**config.mk**
```make
export PLATFORM = sky130hd
export DESIGN_NAME = civil_date_day_number_converter_flat
export DESIGN_NICKNAME = d
export VERILOG_FILES = /design/src/rtl/dcnv_pkg.sv /design/src/rtl/dcnv_req_if.sv /design/src/rtl/dcnv_rsp_if.sv /design/src/rtl/civil_date_day_number_converter.sv /design/src/rtl/dcnv_front.sv /design/src/rtl/dcnv_era.sv /design/src/rtl/dcnv_decode.sv /design/src/flat_wrapper.sv
export SDC_FILE = /design/constraint.sdc
export NUM_CORES = 2
export LEC_CHECK = 0
export BUFFER_PORTS_ARGS = -buffer_cell sky130_fd_sc_hd__buf_4
export CORE_UTILIZATION = 59
export DETAILED_ROUTE_END_ITERATION = 10
export PLACE_DENSITY = 0.79
export SETUP_SLACK_MARGIN = 0.02
export SLEW_MARGIN = 0
export SYNTH_ARGS = -nofsm -noshare
export SYNTH_HDL_FRONTEND = slang
export SYNTH_SLANG_ARGS = --single-unit
```
**constraint.sdc**
```tcl
create_clock -name clk -period 7.75 [get_ports clk]
set_input_delay 0.775 -clock clk [delete_from_list [all_inputs] [get_ports clk]]
set_output_delay 0.775 -clock clk [all_outputs]
set_load 0.02 [all_outputs]
```
**src/rtl/dcnv_pkg.sv**
```systemverilog
// Shared constants, reciprocals, tables and inter-stage types of the date converter.
`default_nettype none

package dcnv_pkg;

    localparam int DN_MIN       = -719528;
    localparam int DN_MAX       = 2932896;
    localparam int YEAR_MAX     = 9999;
    localparam int YEARS_PER_ERA = 400;
    localparam int ERA_DAYS     = 146097;
    localparam int EPOCH_SHIFT  = 865565;
    localparam int DAYS_PER_YEAR = 365;

    localparam logic [12:0] DIV25_M    = 13'(((64'd1 << 17) + 64'd24) / 64'd25);
    localparam logic [22:0] DIV_ERA_M  = 23'(((64'd1 << 40) + 64'd146096) / 64'd146097);
    localparam logic [17:0] DIV1460_M  = 18'(((64'd1 << 28) + 64'd1459) / 64'd1460);
    localparam logic [17:0] DIV36524_M = 18'(((64'd1 << 33) + 64'd36523) / 64'd36524);
    localparam logic [17:0] DIV365_M   = 18'(((64'd1 << 26) + 64'd364) / 64'd365);
    localparam logic [17:0] DIV7_M     = 18'(((64'd1 << 20) + 64'd6) / 64'd7);
    localparam logic [9:0]  DIV100_M   = 10'(((64'd1 << 16) + 64'd99) / 64'd100);
    localparam logic [11:0] DIV153_M   = 12'(((64'd1 << 19) + 64'd152) / 64'd153);

    typedef struct packed {
        logic signed [22:0] zsat;
        logic [21:0]        zs;
    } dcnv_front_t;

    typedef struct packed {
        logic signed [22:0] zsat;
        logic [4:0]         era;
        logic [17:0]        doe;
    } dcnv_era_t;

    // Day of a March-based year on which month index mp begins
    function automatic logic [8:0] month_start(input logic [3:0] mp);
        logic [8:0] r;
        case (mp)
            4'd0:    r = 9'd0;
            4'd1:    r = 9'd31;
            4'd2:    r = 9'd61;
            4'd3:    r = 9'd92;
            4'd4:    r = 9'd122;
            4'd5:    r = 9'd153;
            4'd6:    r = 9'd184;
            4'd7:    r = 9'd214;
            4'd8:    r = 9'd245;
            4'd9:    r = 9'd275;
            4'd10:   r = 9'd306;
            4'd11:   r = 9'd337;
            default: r = 9'd0;
        endcase
        return r;
    endfunction

    function automatic logic [4:0] month_days(input logic [3:0] mm, input logic leap);
        logic [4:0] r;
        case (mm) inside
            4'd2:                      r = leap ? 5'd29 : 5'd28;
            4'd4, 4'd6, 4'd9, 4'd11:   r = 5'd30;
            default:                   r = 5'd31;
        endcase
        return r;
    endfunction

endpackage

`default_nettype wire

```
**src/rtl/dcnv_req_if.sv**
```systemverilog
// Request channel: valid/ready handshake with the conversion request payload.
`default_nettype none

interface dcnv_req_if;
    logic               valid;
    logic               ready;
    logic               req_type;
    logic signed [22:0] day_number;
    logic [13:0]        year_in;
    logic [3:0]         month_in;
    logic [4:0]         day_in;

    modport source (
        output valid, req_type, day_number, year_in, month_in, day_in,
        input  ready
    );

    modport sink (
        input  valid, req_type, day_number, year_in, month_in, day_in,
        output ready
    );
endinterface

`default_nettype wire

```
**src/rtl/dcnv_rsp_if.sv**
```systemverilog
// Result channel: valid/ready handshake with the decoded date payload.
`default_nettype none

interface dcnv_rsp_if;
    logic               valid;
    logic               ready;
    logic signed [22:0] day_number_out;
    logic [13:0]        year_out;
    logic [3:0]         month_out;
    logic [4:0]         day_out;
    logic [2:0]         weekday;
    logic [4:0]         month_length;

    modport source (
        output valid, day_number_out, year_out, month_out, day_out, weekday, month_length,
        input  ready
    );

    modport sink (
        input  valid, day_number_out, year_out, month_out, day_out, weekday, month_length,
        output ready
    );
endinterface

`default_nettype wire

```
**src/rtl/civil_date_day_number_converter.sv**
```systemverilog
// Top level of the proleptic Gregorian date and day number converter.
`default_nettype none

// Converts a day number (days since 1970-01-01) to year, month and day, or a
// date to its day number, and reports the weekday (0 is Sunday) and the month
// length of the resulting date. Out-of-range year and month fields are clamped and the day
// number is saturated to 0000-01-01 .. 9999-12-31. The block is a 12-stage
// pipeline of constant-reciprocal multiplies: it takes one transaction per
// cycle while the result side is not stalled. Backpressure stops only the
// stages that hold data, so gaps in the pipeline fill while the output waits.
module civil_date_day_number_converter
    import dcnv_pkg::*;
(
    input  wire logic  clk,
    input  wire logic  rst_n,
    dcnv_req_if.sink   req,
    dcnv_rsp_if.source rsp
);

    dcnv_front_t front_data;
    logic        front_valid;
    logic        era_ready;
    dcnv_era_t   era_data;
    logic        era_valid;
    logic        dec_ready;

    dcnv_front u_front (
        .clk       (clk),
        .rst_n     (rst_n),
        .req       (req),
        .out_data  (front_data),
        .out_valid (front_valid),
        .out_ready (era_ready)
    );

    dcnv_era u_era (
        .clk       (clk),
        .rst_n     (rst_n),
        .in_data   (front_data),
        .in_valid  (front_valid),
        .in_ready  (era_ready),
        .out_data  (era_data),
        .out_valid (era_valid),
        .out_ready (dec_ready)
    );

    dcnv_decode u_decode (
        .clk      (clk),
        .rst_n    (rst_n),
        .in_data  (era_data),
        .in_valid (era_valid),
        .in_ready (dec_ready),
        .rsp      (rsp)
    );

endmodule

`default_nettype wire

```
**src/rtl/dcnv_front.sv**
```systemverilog
// Front stages: date encoding, request select and day number saturation.
`default_nettype none

module dcnv_front
    import dcnv_pkg::*;
(
    input  wire logic  clk,
    input  wire logic  rst_n,
    dcnv_req_if.sink   req,
    output dcnv_front_t out_data,
    output logic       out_valid,
    input  wire logic  out_ready
);

    localparam int NSTG = 3;

    logic [NSTG-1:0] vld_reg;
    logic [NSTG-1:0] adv;

    logic [13:0] year_c;
    logic [3:0]  month_c;
    logic [3:0]  mp;
    logic [13:0] ys;
    logic [9:0]  doyd;

    logic               a_type_reg;
    logic signed [22:0] a_dn_reg;
    logic [13:0]        a_ys_reg;
    logic [21:0]        a_ys365_reg;
    logic [7:0]         a_d100_reg;
    logic [9:0]         a_doyd_reg;

    logic [24:0] q25;
    logic [23:0] pos;
    logic [23:0] neg;
    logic signed [23:0] z_next;
    logic signed [23:0] b_z_reg;

    logic signed [22:0] zsat;
    logic [23:0]        zs_wide;
    dcnv_front_t        c_reg;

    always_comb
    begin
        adv[NSTG-1] = !vld_reg[NSTG-1] || out_ready;
        for (int i = NSTG - 2; i >= 0; i--)
        begin
            adv[i] = !vld_reg[i] || adv[i+1];
        end
    end

    assign req.ready = adv[0];

    always_ff @(posedge clk or negedge rst_n)
    begin
        if (!rst_n)
        begin
            vld_reg <= '0;
        end
        else
        begin
            if (adv[0])
            begin
                vld_reg[0] <= req.valid;
            end
            for (int i = 1; i < NSTG; i++)
            begin
                if (adv[i])
                begin
                    vld_reg[i] <= vld_reg[i-1];
                end
            end
        end
    end

    // Clamp the year and month fields and form the March-based year
    always_comb
    begin
        year_c = (req.year_in > 14'(YEAR_MAX)) ? 14'(YEAR_MAX) : req.year_in;
        if (req.month_in == 4'd0)
        begin
            month_c = 4'd1;
        end
        else if (req.month_in > 4'd12)
        begin
            month_c = 4'd12;
        end
        else
        begin
            month_c = req.month_in;
        end
        mp   = (month_c > 4'd2) ? (month_c - 4'd3) : (month_c + 4'd9);
        ys   = year_c + 14'(YEARS_PER_ERA) - ((month_c <= 4'd2) ? 14'd1 : 14'd0);
        doyd = 10'(month_start(mp)) + 10'(req.day_in);
        q25  = 25'(ys[13:2]) * 25'(DIV25_M);
    end

    always_ff @(posedge clk)
    begin
        if (adv[0])
        begin
            a_type_reg  <= req.req_type;
            a_dn_reg    <= req.day_number;
            a_ys_reg    <= ys;
            a_ys365_reg <= 22'(ys) * 22'(DAYS_PER_YEAR);
            a_d100_reg  <= q25[24:17];
            a_doyd_reg  <= doyd;
        end
    end

    // Sum the year and day terms relative to the epoch
    always_comb
    begin
        pos = 24'(a_ys365_reg) + 24'(a_ys_reg[13:2]) + 24'(a_d100_reg[7:2])
            + 24'(a_doyd_reg);
        neg = 24'(a_d100_reg) + 24'(EPOCH_SHIFT) + 24'd1;
        z_next = a_type_reg ? signed'(pos - neg) : {a_dn_reg[22], a_dn_reg};
    end

    always_ff @(posedge clk)
    begin
        if (adv[1])
        begin
            b_z_reg <= z_next;
        end
    end

    always_comb
    begin
        if (b_z_reg < 24'(DN_MIN))
        begin
            zsat = 23'(DN_MIN);
        end
        else if (b_z_reg > 24'(DN_MAX))
        begin
            zsat = 23'(DN_MAX);
        end
        else
        begin
            zsat = b_z_reg[22:0];
        end
        zs_wide = {zsat[22], zsat} + 24'(EPOCH_SHIFT);
    end

    always_ff @(posedge clk)
    begin
        if (adv[2])
        begin
            c_reg.zsat <= zsat;
            c_reg.zs   <= zs_wide[21:0];
        end
    end

    assign out_data  = c_reg;
    assign out_valid = vld_reg[NSTG-1];

endmodule

`default_nettype wire

```
**src/rtl/dcnv_era.sv**
```systemverilog
// Era stages: split the shifted day count into era and day of era.
`default_nettype none

module dcnv_era
    import dcnv_pkg::*;
(
    input  wire logic         clk,
    input  wire logic         rst_n,
    input  wire dcnv_front_t  in_data,
    input  wire logic         in_valid,
    output logic              in_ready,
    output dcnv_era_t         out_data,
    output logic              out_valid,
    input  wire logic         out_ready
);

    localparam int NSTG = 2;

    logic [NSTG-1:0] vld_reg;
    logic [NSTG-1:0] adv;

    logic [44:0]        eprod;
    logic [4:0]         d_era_reg;
    logic [21:0]        d_zs_reg;
    logic signed [22:0] d_zsat_reg;
    logic [21:0]        era_days;
    logic [21:0]        doe_wide;
    dcnv_era_t          e_reg;

    always_comb
    begin
        adv[NSTG-1] = !vld_reg[NSTG-1] || out_ready;
        for (int i = NSTG - 2; i >= 0; i--)
        begin
            adv[i] = !vld_reg[i] || adv[i+1];
        end
    end

    assign in_ready = adv[0];

    always_ff @(posedge clk or negedge rst_n)
    begin
        if (!rst_n)
        begin
            vld_reg <= '0;
        end
        else
        begin
            if (adv[0])
            begin
                vld_reg[0] <= in_valid;
            end
            for (int i = 1; i < NSTG; i++)
            begin
                if (adv[i])
                begin
                    vld_reg[i] <= vld_reg[i-1];
                end
            end
        end
    end

    assign eprod = 45'(in_data.zs) * 45'(DIV_ERA_M);

    always_ff @(posedge clk)
    begin
        if (adv[0])
        begin
            d_era_reg  <= eprod[44:40];
            d_zs_reg   <= in_data.zs;
            d_zsat_reg <= in_data.zsat;
        end
    end

    always_comb
    begin
        era_days = 22'(d_era_reg) * 22'(ERA_DAYS);
        doe_wide = d_zs_reg - era_days;
    end

    always_ff @(posedge clk)
    begin
        if (adv[1])
        begin
            e_reg.zsat <= d_zsat_reg;
            e_reg.era  <= d_era_reg;
            e_reg.doe  <= doe_wide[17:0];
        end
    end

    assign out_data  = e_reg;
    assign out_valid = vld_reg[NSTG-1];

endmodule

`default_nettype wire

```
**src/rtl/dcnv_decode.sv**
```systemverilog
// Decode stages: day of era to year, month, day, weekday and month length.
`default_nettype none

module dcnv_decode
    import dcnv_pkg::*;
(
    input  wire logic       clk,
    input  wire logic       rst_n,
    input  wire dcnv_era_t  in_data,
    input  wire logic       in_valid,
    output logic            in_ready,
    dcnv_rsp_if.source      rsp
);

    localparam int NSTG = 7;

    logic [NSTG-1:0] vld_reg;
    logic [NSTG-1:0] adv;

    // Stage F
    logic [35:0]        p1460;
    logic [35:0]        p36524;
    logic [6:0]         f_d1460_reg;
    logic [2:0]         f_d36524_reg;
    logic               f_last_reg;
    logic [17:0]        f_doe_reg;
    logic [4:0]         f_era_reg;
    logic signed [22:0] f_zsat_reg;

    // Stage G
    logic [17:0]        g_t_reg;
    logic [17:0]        g_doe_reg;
    logic [4:0]         g_era_reg;
    logic signed [22:0] g_zsat_reg;

    // Stage H
    logic [35:0]        p365;
    logic [35:0]        p7;
    logic [8:0]         h_yoe_reg;
    logic [2:0]         h_q7_reg;
    logic [17:0]        h_doe_reg;
    logic [4:0]         h_era_reg;
    logic signed [22:0] h_zsat_reg;

    // Stage I
    logic [18:0]        p100;
    logic [2:0]         rem7;
    logic [3:0]         wd_sum;
    logic [17:0]        i_y365_reg;
    logic [1:0]         i_y100_reg;
    logic [8:0]         i_yoe_reg;
    logic [17:0]        i_doe_reg;
    logic [4:0]         i_era_reg;
    logic signed [22:0] i_zsat_reg;
    logic [2:0]         i_wd_reg;

    // Stage J
    logic [17:0]        yr_days;
    logic [17:0]        doy_wide;
    logic [9:0]         yp1;
    logic               leap;
    logic [8:0]         j_doy_reg;
    logic [8:0]         j_yoe_reg;
    logic [4:0]         j_era_reg;
    logic signed [22:0] j_zsat_reg;
    logic [2:0]         j_wd_reg;
    logic               j_leap_reg;

    // Stage K
    logic [22:0]        p153;
    logic [3:0]         k_mp_reg;
    logic [8:0]         k_doy_reg;
    logic [8:0]         k_yoe_reg;
    logic [4:0]         k_era_reg;
    logic signed [22:0] k_zsat_reg;
    logic [2:0]         k_wd_reg;
    logic               k_leap_reg;

    // Stage L
    logic [3:0]         mm;
    logic [8:0]         dom;
    logic [13:0]        year_v;
    logic signed [22:0] l_zsat_reg;
    logic [13:0]        l_year_reg;
    logic [3:0]         l_month_reg;
    logic [4:0]         l_day_reg;
    logic [2:0]         l_wd_reg;
    logic [4:0]         l_mlen_reg;

    always_comb
    begin
        adv[NSTG-1] = !vld_reg[NSTG-1] || rsp.ready;
        for (int i = NSTG - 2; i >= 0; i--)
        begin
            adv[i] = !vld_reg[i] || adv[i+1];
        end
    end

    assign in_ready = adv[0];

    always_ff @(posedge clk or negedge rst_n)
    begin
        if (!rst_n)
        begin
            vld_reg <= '0;
        end
        else
        begin
            if (adv[0])
            begin
                vld_reg[0] <= in_valid;
            end
            for (int i = 1; i < NSTG; i++)
            begin
                if (adv[i])
                begin
                    vld_reg[i] <= vld_reg[i-1];
                end
            end
        end
    end

    // Stage F: leap day corrections of the day of era
    assign p1460  = 36'(in_data.doe) * 36'(DIV1460_M);
    assign p36524 = 36'(in_data.doe) * 36'(DIV36524_M);

    always_ff @(posedge clk)
    begin
        if (adv[0])
        begin
            f_d1460_reg  <= p1460[34:28];
            f_d36524_reg <= p36524[35:33];
            f_last_reg   <= (in_data.doe == 18'(ERA_DAYS - 1));
            f_doe_reg    <= in_data.doe;
            f_era_reg    <= in_data.era;
            f_zsat_reg   <= in_data.zsat;
        end
    end

    // Stage G
    always_ff @(posedge clk)
    begin
        if (adv[1])
        begin
            g_t_reg    <= f_doe_reg - 18'(f_d1460_reg) + 18'(f_d36524_reg)
                        - 18'(f_last_reg);
            g_doe_reg  <= f_doe_reg;
            g_era_reg  <= f_era_reg;
            g_zsat_reg <= f_zsat_reg;
        end
    end

    // Stage H: year of era, and day of era over seven for the weekday
    assign p365 = 36'(g_t_reg) * 36'(DIV365_M);
    assign p7   = 36'(g_doe_reg) * 36'(DIV7_M);

    always_ff @(posedge clk)
    begin
        if (adv[2])
        begin
            h_yoe_reg  <= p365[34:26];
            h_q7_reg   <= p7[22:20];
            h_doe_reg  <= g_doe_reg;
            h_era_reg  <= g_era_reg;
            h_zsat_reg <= g_zsat_reg;
        end
    end

    // Stage I
    always_comb
    begin
        p100   = 19'(h_yoe_reg) * 19'(DIV100_M);
        rem7   = h_doe_reg[2:0] - 3'(h_q7_reg * 3'd7);
        wd_sum = 4'(rem7) + 4'd3;
        if (wd_sum >= 4'd7)
        begin
            wd_sum = wd_sum - 4'd7;
        end
    end

    always_ff @(posedge clk)
    begin
        if (adv[3])
        begin
            i_y365_reg <= 18'(h_yoe_reg) * 18'(DAYS_PER_YEAR);
            i_y100_reg <= p100[17:16];
            i_yoe_reg  <= h_yoe_reg;
            i_doe_reg  <= h_doe_reg;
            i_era_reg  <= h_era_reg;
            i_zsat_reg <= h_zsat_reg;
            i_wd_reg   <= wd_sum[2:0];
        end
    end

    // Stage J: day of year; the February of this March-based year lies in year of era + 1
    always_comb
    begin
        yr_days  = i_y365_reg + 18'(i_yoe_reg[8:2]) - 18'(i_y100_reg);
        doy_wide = i_doe_reg - yr_days;
        yp1      = 10'(i_yoe_reg) + 10'd1;
        leap     = (yp1[1:0] == 2'd0) && (yp1 != 10'd100) && (yp1 != 10'd200)
                && (yp1 != 10'd300);
    end

    always_ff @(posedge clk)
    begin
        if (adv[4])
        begin
            j_doy_reg  <= doy_wide[8:0];
            j_yoe_reg  <= i_yoe_reg;
            j_era_reg  <= i_era_reg;
            j_zsat_reg <= i_zsat_reg;
            j_wd_reg   <= i_wd_reg;
            j_leap_reg <= leap;
        end
    end

    // Stage K: month index of the March-based year
    assign p153 = (23'(j_doy_reg) * 23'd5 + 23'd2) * 23'(DIV153_M);

    always_ff @(posedge clk)
    begin
        if (adv[5])
        begin
            k_mp_reg   <= p153[22:19];
            k_doy_reg  <= j_doy_reg;
            k_yoe_reg  <= j_yoe_reg;
            k_era_reg  <= j_era_reg;
            k_zsat_reg <= j_zsat_reg;
            k_wd_reg   <= j_wd_reg;
            k_leap_reg <= j_leap_reg;
        end
    end

    // Stage L: calendar fields
    always_comb
    begin
        mm     = (k_mp_reg < 4'd10) ? (k_mp_reg + 4'd3) : (k_mp_reg - 4'd9);
        dom    = k_doy_reg - month_start(k_mp_reg) + 9'd1;
        year_v = 14'(k_yoe_reg) + 14'(k_era_reg) * 14'(YEARS_PER_ERA)
               - 14'(YEARS_PER_ERA) + ((mm <= 4'd2) ? 14'd1 : 14'd0);
    end

    always_ff @(posedge clk)
    begin
        if (adv[6])
        begin
            l_zsat_reg  <= k_zsat_reg;
            l_year_reg  <= year_v;
            l_month_reg <= mm;
            l_day_reg   <= dom[4:0];
            l_wd_reg    <= k_wd_reg;
            l_mlen_reg  <= month_days(mm, k_leap_reg);
        end
    end

    assign rsp.valid          = vld_reg[NSTG-1];
    assign rsp.day_number_out = l_zsat_reg;
    assign rsp.year_out       = l_year_reg;
    assign rsp.month_out      = l_month_reg;
    assign rsp.day_out        = l_day_reg;
    assign rsp.weekday        = l_wd_reg;
    assign rsp.month_length   = l_mlen_reg;

endmodule

`default_nettype wire
```
**src/flat_wrapper.sv**
```systemverilog
// flat-port wrapper written by rule: the top's interface ports become plain ports
module civil_date_day_number_converter_flat import dcnv_pkg::*;
  (clk, rst_n, req_valid, req_req_type, req_day_number, req_year_in, req_month_in, req_day_in, req_ready, rsp_valid, rsp_day_number_out, rsp_year_out, rsp_month_out, rsp_day_out, rsp_weekday, rsp_month_length, rsp_ready);
  dcnv_req_if req_i ();
  dcnv_rsp_if rsp_i ();
  input  wire logic clk;
  input  wire logic rst_n;
  input wire logic [$bits(req_i.valid)-1:0] req_valid;
  input wire logic [$bits(req_i.req_type)-1:0] req_req_type;
  input wire logic [$bits(req_i.day_number)-1:0] req_day_number;
  input wire logic [$bits(req_i.year_in)-1:0] req_year_in;
  input wire logic [$bits(req_i.month_in)-1:0] req_month_in;
  input wire logic [$bits(req_i.day_in)-1:0] req_day_in;
  output wire logic [$bits(req_i.ready)-1:0] req_ready;
  output wire logic [$bits(rsp_i.valid)-1:0] rsp_valid;
  output wire logic [$bits(rsp_i.day_number_out)-1:0] rsp_day_number_out;
  output wire logic [$bits(rsp_i.year_out)-1:0] rsp_year_out;
  output wire logic [$bits(rsp_i.month_out)-1:0] rsp_month_out;
  output wire logic [$bits(rsp_i.day_out)-1:0] rsp_day_out;
  output wire logic [$bits(rsp_i.weekday)-1:0] rsp_weekday;
  output wire logic [$bits(rsp_i.month_length)-1:0] rsp_month_length;
  input wire logic [$bits(rsp_i.ready)-1:0] rsp_ready;
  assign req_i.valid = req_valid;
  assign req_i.req_type = req_req_type;
  assign req_i.day_number = req_day_number;
  assign req_i.year_in = req_year_in;
  assign req_i.month_in = req_month_in;
  assign req_i.day_in = req_day_in;
  assign req_ready = req_i.ready;
  assign rsp_valid = rsp_i.valid;
  assign rsp_day_number_out = rsp_i.day_number_out;
  assign rsp_year_out = rsp_i.year_out;
  assign rsp_month_out = rsp_i.month_out;
  assign rsp_day_out = rsp_i.day_out;
  assign rsp_weekday = rsp_i.weekday;
  assign rsp_month_length = rsp_i.month_length;
  assign rsp_i.ready = rsp_ready;
  civil_date_day_number_converter u_core (.clk(clk), .rst_n(rst_n), .req(req_i), .rsp(rsp_i));
endmodule
```
== Word level (Yosys, flattened, before mapping) ==
Memories as Yosys holds them, arrays and structs flattened. A register that Yosys moved wholly into a read port is not among the register bits.
Cells that the tools add are included.

* Register bits after elaboration: 635
* Bits in latches: 0
* Bits in writable memories: 0
* ROM bits: 288
* Input bits: 51
* Logic and storage cells: 178
* Memories: 2

* Add/subtract/negate cells: 31
* $mul: 14
* Divide/modulo/power cells: 0
* $lt $le $gt $ge: 9
* Eq/ne operators: 9
* Shifts and indexed selects: 0
* Multiplexer cells: 15
* Bitwise logic cells: 0
* Reductions and logical operators: 30

{| class="wikitable"
|+ Memory list
! memory !! words !! width !! rd ports !! clocked after memory_dff !! wr ports !! line !! source
|-
| (name not given) || 16 || 9 || 1 || 1 || 0 || dcnv_pkg.sv:37 || <nowiki>case (mp)</nowiki>
|-
| (name not given) || 16 || 9 || 1 || 0 || 0 || dcnv_pkg.sv:37 ||
|}

{| class="wikitable"
|+ Operator list
! operator !! count
|-
| $mul 18x16->33 const B || 2
|-
| $mux 23 || 2
|-
| $mul 22x22->44 const B || 1
|-
| $mul 18x18->36 const B || 1
|-
| $mul 12x13->25 const B || 1
|-
| $add 23x6->24 || 1
|-
| $add 24x10->24 || 1
|-
| $gt 24x23->1 const B || 1
|-
| $lt 24x21->1 const B || 1
|-
| $mux 24 || 1
|-
| $sub 24x22->24 || 1
|-
| $add 22x12->23 || 1
|-
| $mul 13x12->23 const B || 1
|-
| $mul 18x18->23 const B || 1
|-
| $add 21x1->22 const B || 1
|-
| $add 22x21->22 const B || 1
|-
| $mul 14x9->22 const B || 1
|-
| $add 8x20->21 const B || 1
|-
| $mux 4 || 5
|-
| $add 18x3->18 || 1
|-
| $eq 18x18->1 const B || 1
|-
| $mul 5x18->18 const B || 1
|-
| $sub 18x1->18 || 1
|-
| $sub 18x18->18 || 1
|-
| 48 further kinds || 78
|}

== Longest topological paths before layout ==
* Depth in word-level cells: 13
* Gate-level depth with buffers: 35
* Depth with buffers taken out: 35

== Modules after synthesis ==
Synthesis repeated with hierarchy kept, for this count alone.

* Cells, all modules: 5,204
* Area, all modules: 62,150.9 µm²

{| class="wikitable"
|+ By module, submodules not included
! module !! instances !! cells each !! area each (µm²) !! seq. area each (µm²)
|-
| dcnv_decode || 1 || 2,875 || 36,109.6 || 11,656.2
|-
| dcnv_front || 1 || 1,246 || 13,499.2 || 4,429.2
|-
| dcnv_era || 1 || 1,083 || 12,542.0 || 2,812.7
|}

== Least setup slack after synthesis ==
No wires, ideal clock.

* Path type: input -> register
* From: input port rsp_ready
* To: register u_core.u_front.a_d100_reg[0], enable pin
* Library setup time: 1,194 ps
* Arrival: 7,242 ps
* Required time: 6,556 ps
* Setup slack: -686 ps
* Cell stages on the path: 8
* Path buffers: 0
* Path through: nand2b_1 -> nor2_1 -> inv_2 -> nor2_1 -> and2_1 -> nand3_1 -> nor2_1 -> nand4_1

* Cells in the longest elaborated chain, start to end: 12

{| class="wikitable"
|+ Ends and longest elaborated chain
! element !! line !! source
|-
| from (decl) || flat_wrapper.sv:22 || <nowiki>input wire logic [$bits(rsp_i.ready)-1:0] rsp_ready;</nowiki>
|-
| $logic_or 1x1->1 || dcnv_decode.sv:92 || <nowiki>adv[NSTG-1] = !vld_reg[NSTG-1] || rsp.ready;</nowiki>
|-
| $logic_or 1x1->1 (6 in series) || dcnv_decode.sv:95 || <nowiki>adv[i] = !vld_reg[i] || adv[i+1];</nowiki>
|-
| $logic_or 1x1->1 || dcnv_era.sv:32 || <nowiki>adv[NSTG-1] = !vld_reg[NSTG-1] || out_ready;</nowiki>
|-
| net u_core.u_era.adv[1] || dcnv_era.sv:20 || <nowiki>logic [NSTG-1:0] adv;</nowiki>
|-
| $logic_or 1x1->1 || dcnv_era.sv:35 || <nowiki>adv[i] = !vld_reg[i] || adv[i+1];</nowiki>
|-
| $logic_or 1x1->1 || dcnv_front.sv:45 || <nowiki>adv[NSTG-1] = !vld_reg[NSTG-1] || out_ready;</nowiki>
|-
| $logic_or 1x1->1 (2 in series) || dcnv_front.sv:48 || <nowiki>adv[i] = !vld_reg[i] || adv[i+1];</nowiki>
|-
| net req_ready || flat_wrapper.sv:14 || <nowiki>output wire logic [$bits(req_i.ready)-1:0] req_ready;</nowiki>
|-
| to (signal assigned) || dcnv_front.sv:106 || <nowiki>a_d100_reg <= q25[24:17];</nowiki>
|-
| to (decl) || dcnv_front.sv:30 || <nowiki>logic [7:0] a_d100_reg;</nowiki>
|}

The timed path passes the listed nets, and every way through them passes these cells.
A chain may end at the register's enable or synchronous reset.

== Final worst setup path ==
* From: input port req_year_in[4]
* To: register u_core.u_front.a_d100_reg[7], data pin

* Cells in the longest elaborated chain, start to end: 5

{| class="wikitable"
|+ Ends and longest elaborated chain
! element !! line !! source
|-
| from (decl) || flat_wrapper.sv:11 || <nowiki>input wire logic [$bits(req_i.year_in)-1:0] req_year_in;</nowiki>
|-
| $gt 14x14->1 || dcnv_front.sv:79 || <nowiki>year_c = (req.year_in > 14'(YEAR_MAX)) ? 14'(YEAR_MAX) : req.year_in;</nowiki>
|-
| $mux 14 * || dcnv_front.sv:79 ||
|-
| $add 14x9->14 * || dcnv_front.sv:93 || <nowiki>ys = year_c + 14'(YEARS_PER_ERA) - ((month_c <= 4'd2) ? 14'd1 : 14'd0);</nowiki>
|-
| $sub 14x1->14 * || dcnv_front.sv:93 ||
|-
| net u_core.u_front.ys[8] || dcnv_front.sv:23 || <nowiki>logic [13:0] ys;</nowiki>
|-
| $mul 12x13->25 * || dcnv_front.sv:95 || <nowiki>q25 = 25'(ys[13:2]) * 25'(DIV25_M);</nowiki>
|-
| net u_core.u_front.q25[24] || dcnv_front.sv:33 || <nowiki>logic [24:0] q25;</nowiki>
|}

Mark *: on every way through the listed nets, which the timed path passes. The rest lies on a longest branch.

==> impl_results.md <==
- Final Cell Area: 67,000 sq um
- Max-Cap Viols: 0
- Core Rows: 117
- CTS max path bufs: 3
- Antenna violations before repair: 2
- Req. time, crit path: 8.10 ns
- Die extent in x: 325 microns
- DIE AREA: 105,000 sq um
- Clock Skews: 0.0404 ns
- TNS Setup: 0 ns
- Post-synth EDFFs: 616
- GRT Total Usage: 24.0%
- Gr ovfl total: 0
- Critical Path Slowest Stage Cell: fa_1
- IO Pins: 107
- Initial DRC Count: 1,811
- Worst-path fanout max: 4
- Slew Limit Fails: 0
- Synth Area in Compound Gates: 5.06%
- CTS Root Cell: clkbuf_16
- RSZ-0062 raised after global routing: no
- Fillers: 7,395
- Most frequent cell after synthesis: inv_1
- Clock sinks: 633
- Routed Wire Length: 120 mm
- Max reg flops: 46
- Share of Yosys cell area claimed by the top area cell type: 30.1%
- YS warnings: 0
- Die H: 325 microns
- XOR/XNOR Fraction of Synth Area: 3.29%
- HP Class: primary input to register
- Slowest stage delay, CP: 0.56 ns
- Post-synthesis sequential area ratio: 30.8%
- Max Clk Rate: 137 MHz
- Slew headroom: 25.3%
- Synth Cell Area: 61,400 sq um
- Placed Area: 64,500 sq um
- Initial Util: 59.9%
- HPWL after DPL: 97.6 mm
- Period utilisation layout: 94.5%
- Core Region: 102,000 sq um
- Post-synthesis mux area share: 0.483%
- CP Data Arrival Time: 7.67 ns
- Largest net degree at the start of global routing: 57
- CP Capture Type: register
- CTS tree: done
- Synth area leaders: edfxtp_1 30%, fa_1 24%, ha_1 24%, inv_1 7.6%, xnor2_1 2.5%
- Top_reg_cell synth: edfxtp_1
- Worst-Margin Slew: 1.12 ns
- # DRC: 0
- Status: completed
- CTS clk-pin slew, worst paths: 0.06 ns
- Drt first pass iters: 5
- Via count: 36,000
- Post-synth cell types: 85
- Largest family of logic cells by synthesized area: adder cells
- Via density: 5.35
- Min cycle time layout: 7.32 ns
- Simple-Gate Fraction of Synth Area: 3.80%
- H-tree depth: 3
- First-pass GRT wire length: 202 mm
- DR WL/cell: 17.8 microns
- Post-synth top cells: 1,248 x inv_1, 1,185 x ha_1, 749 x fa_1
- Final setup viols: 0
- Synth Area in Adders: 48.6%
- Yosys reg bits: 633
- Nets: 7,297
- Final hold vios: 0
- Startpoint Class: primary input
- Avg Inst Size Synth: 12.2 sq um
- P&R area growth vs syn: 9.06%
- # diodes: 0
- GP Congestion: 0.924
- Antenna-violating nets left: 0
- Dominant cell type by area after synthesis: edfxtp_1
- Mapped Cells: 5,049
- Number of global-route vias before repair: 39,700
- Crit Path Class: primary input to register
- Post-synthesis async set-or-reset flop share: 1.90%
- Worst-Skew Late Latency: 0.64 ns
- Port bufs: 103
- Share of layout cells above drive strength 1: 7.38%
- Inserted Clock Buffers: 68
==> final cells by class <==
class	count	area [sq um]	area share, %
clock inverter	39	556	0.830
timing repair buffer	215	1620	2.41
clock buffer	83	1800	2.68
tap	1368	1710	2.56
sequential	633	18900	28.2
multi-input combinational	3144	37700	56.3
inverter	1250	4690	7.01
==> routing by layer <==
metal	track usage, %	wire length [microns]
met5	0	13
met4	6.02	2770
met3	3.62	5720
met2	42.7	61400
met1	30.5	50000
==> placed cells by master (no fill, tap or decap), drive strengths merged, types with 15 or more instances in the layout <==
cell    count
o21ai      91
o21bai     17
clkinv     22
a21oi     149
buf       214
nor2b      22
or3        18
nand4      18
nand2b     34
a31oi      15
mux2       21
edfxtp    616
ha       1185
a21o       50
o21a       28
and3       26
nor3       28
clkbuf     83
nand2     113
nand3      45
a211oi     21
inv      1255
nor2      120
xor2       52
xnor2     178
fa        749
==> kinds of logic (layout without fill, tap and decap cells) <==
logic type	after synthesis	after routing
compound gates	477	477
flops	633	633
mux	27	27
simple gates	472	472
buf+inv	1274	1587
other cells	2	4
fa+ha+maj	1934	1934
xor+xnor	230	230
==> worst paths after layout <==
kind / startpoint / end / slack [ns] / cells past startpoint
max: req_year_in[4] / u_core.u_front.a_d100_reg[7]$_DFFE_PP_ / 0.43 / 32
min: req_day_number[2] / u_core.u_front.a_dn_reg[2]$_DFFE_PP_ / 0.31 / 1
max reg2reg: u_core.u_decode.j_doy_reg[1]$_DFFE_PP_ / register / 0.52 / 29
min reg2reg: u_core.u_decode.h_doe_reg[4]$_DFFE_PP_ / u_core.u_decode.i_doe_reg[4]$_DFFE_PP_ / 0.39 / 0
max in group asynchronous: rst_n / u_core.u_decode.vld_reg[5]$_DFFE_PN0N_ / 7.02 / 2
min in group asynchronous: rst_n / u_core.u_decode.vld_reg[4]$_DFFE_PN0P_ / 0.54 / 2
==> worst max-delay path: cells and delay by family <==
kind / cells / cell delay (ns)
adder cells (fa/ha/maj): 8 / 3.03
AO/OA/AOI/OAI: 11 / 2.33
AND/OR/NAND/NOR: 7 / 0.95
buffers and inverters: 4 / 0.30
XOR/XNOR: 2 / 0.28
==> per-stage QoR <==
stage | hold WS, ns | setup slack (ns) | cells | util [%]
finish | 0.311 | 0.427 | 6732 | 65.3
global route | 0.284 | 0.0276 | 6732 | 65.3
CTS | 0.279 | 0.251 | 6726 | 65.3
detailed placement | 0.405 | -0.370 | 6603 | 63.0
global placement | 0.400 | -0.298 | 6603 | 63.0
floorplan | 0.400 | 0.0321 | 5051 | -
==> repair_timing <==
item | in CTS | in global routing
endpoints found under the hold margin | 12 | 0
buffers inserted | 0 | 6
endpoints found under the setup margin | 0 | 14
resized for setup | 0 | 11
hold buffers | 1 | 0
Power is left out: the tool's default activity adds up to more than one toggle a clock period on the data nets, which glitch-free logic cannot reach.
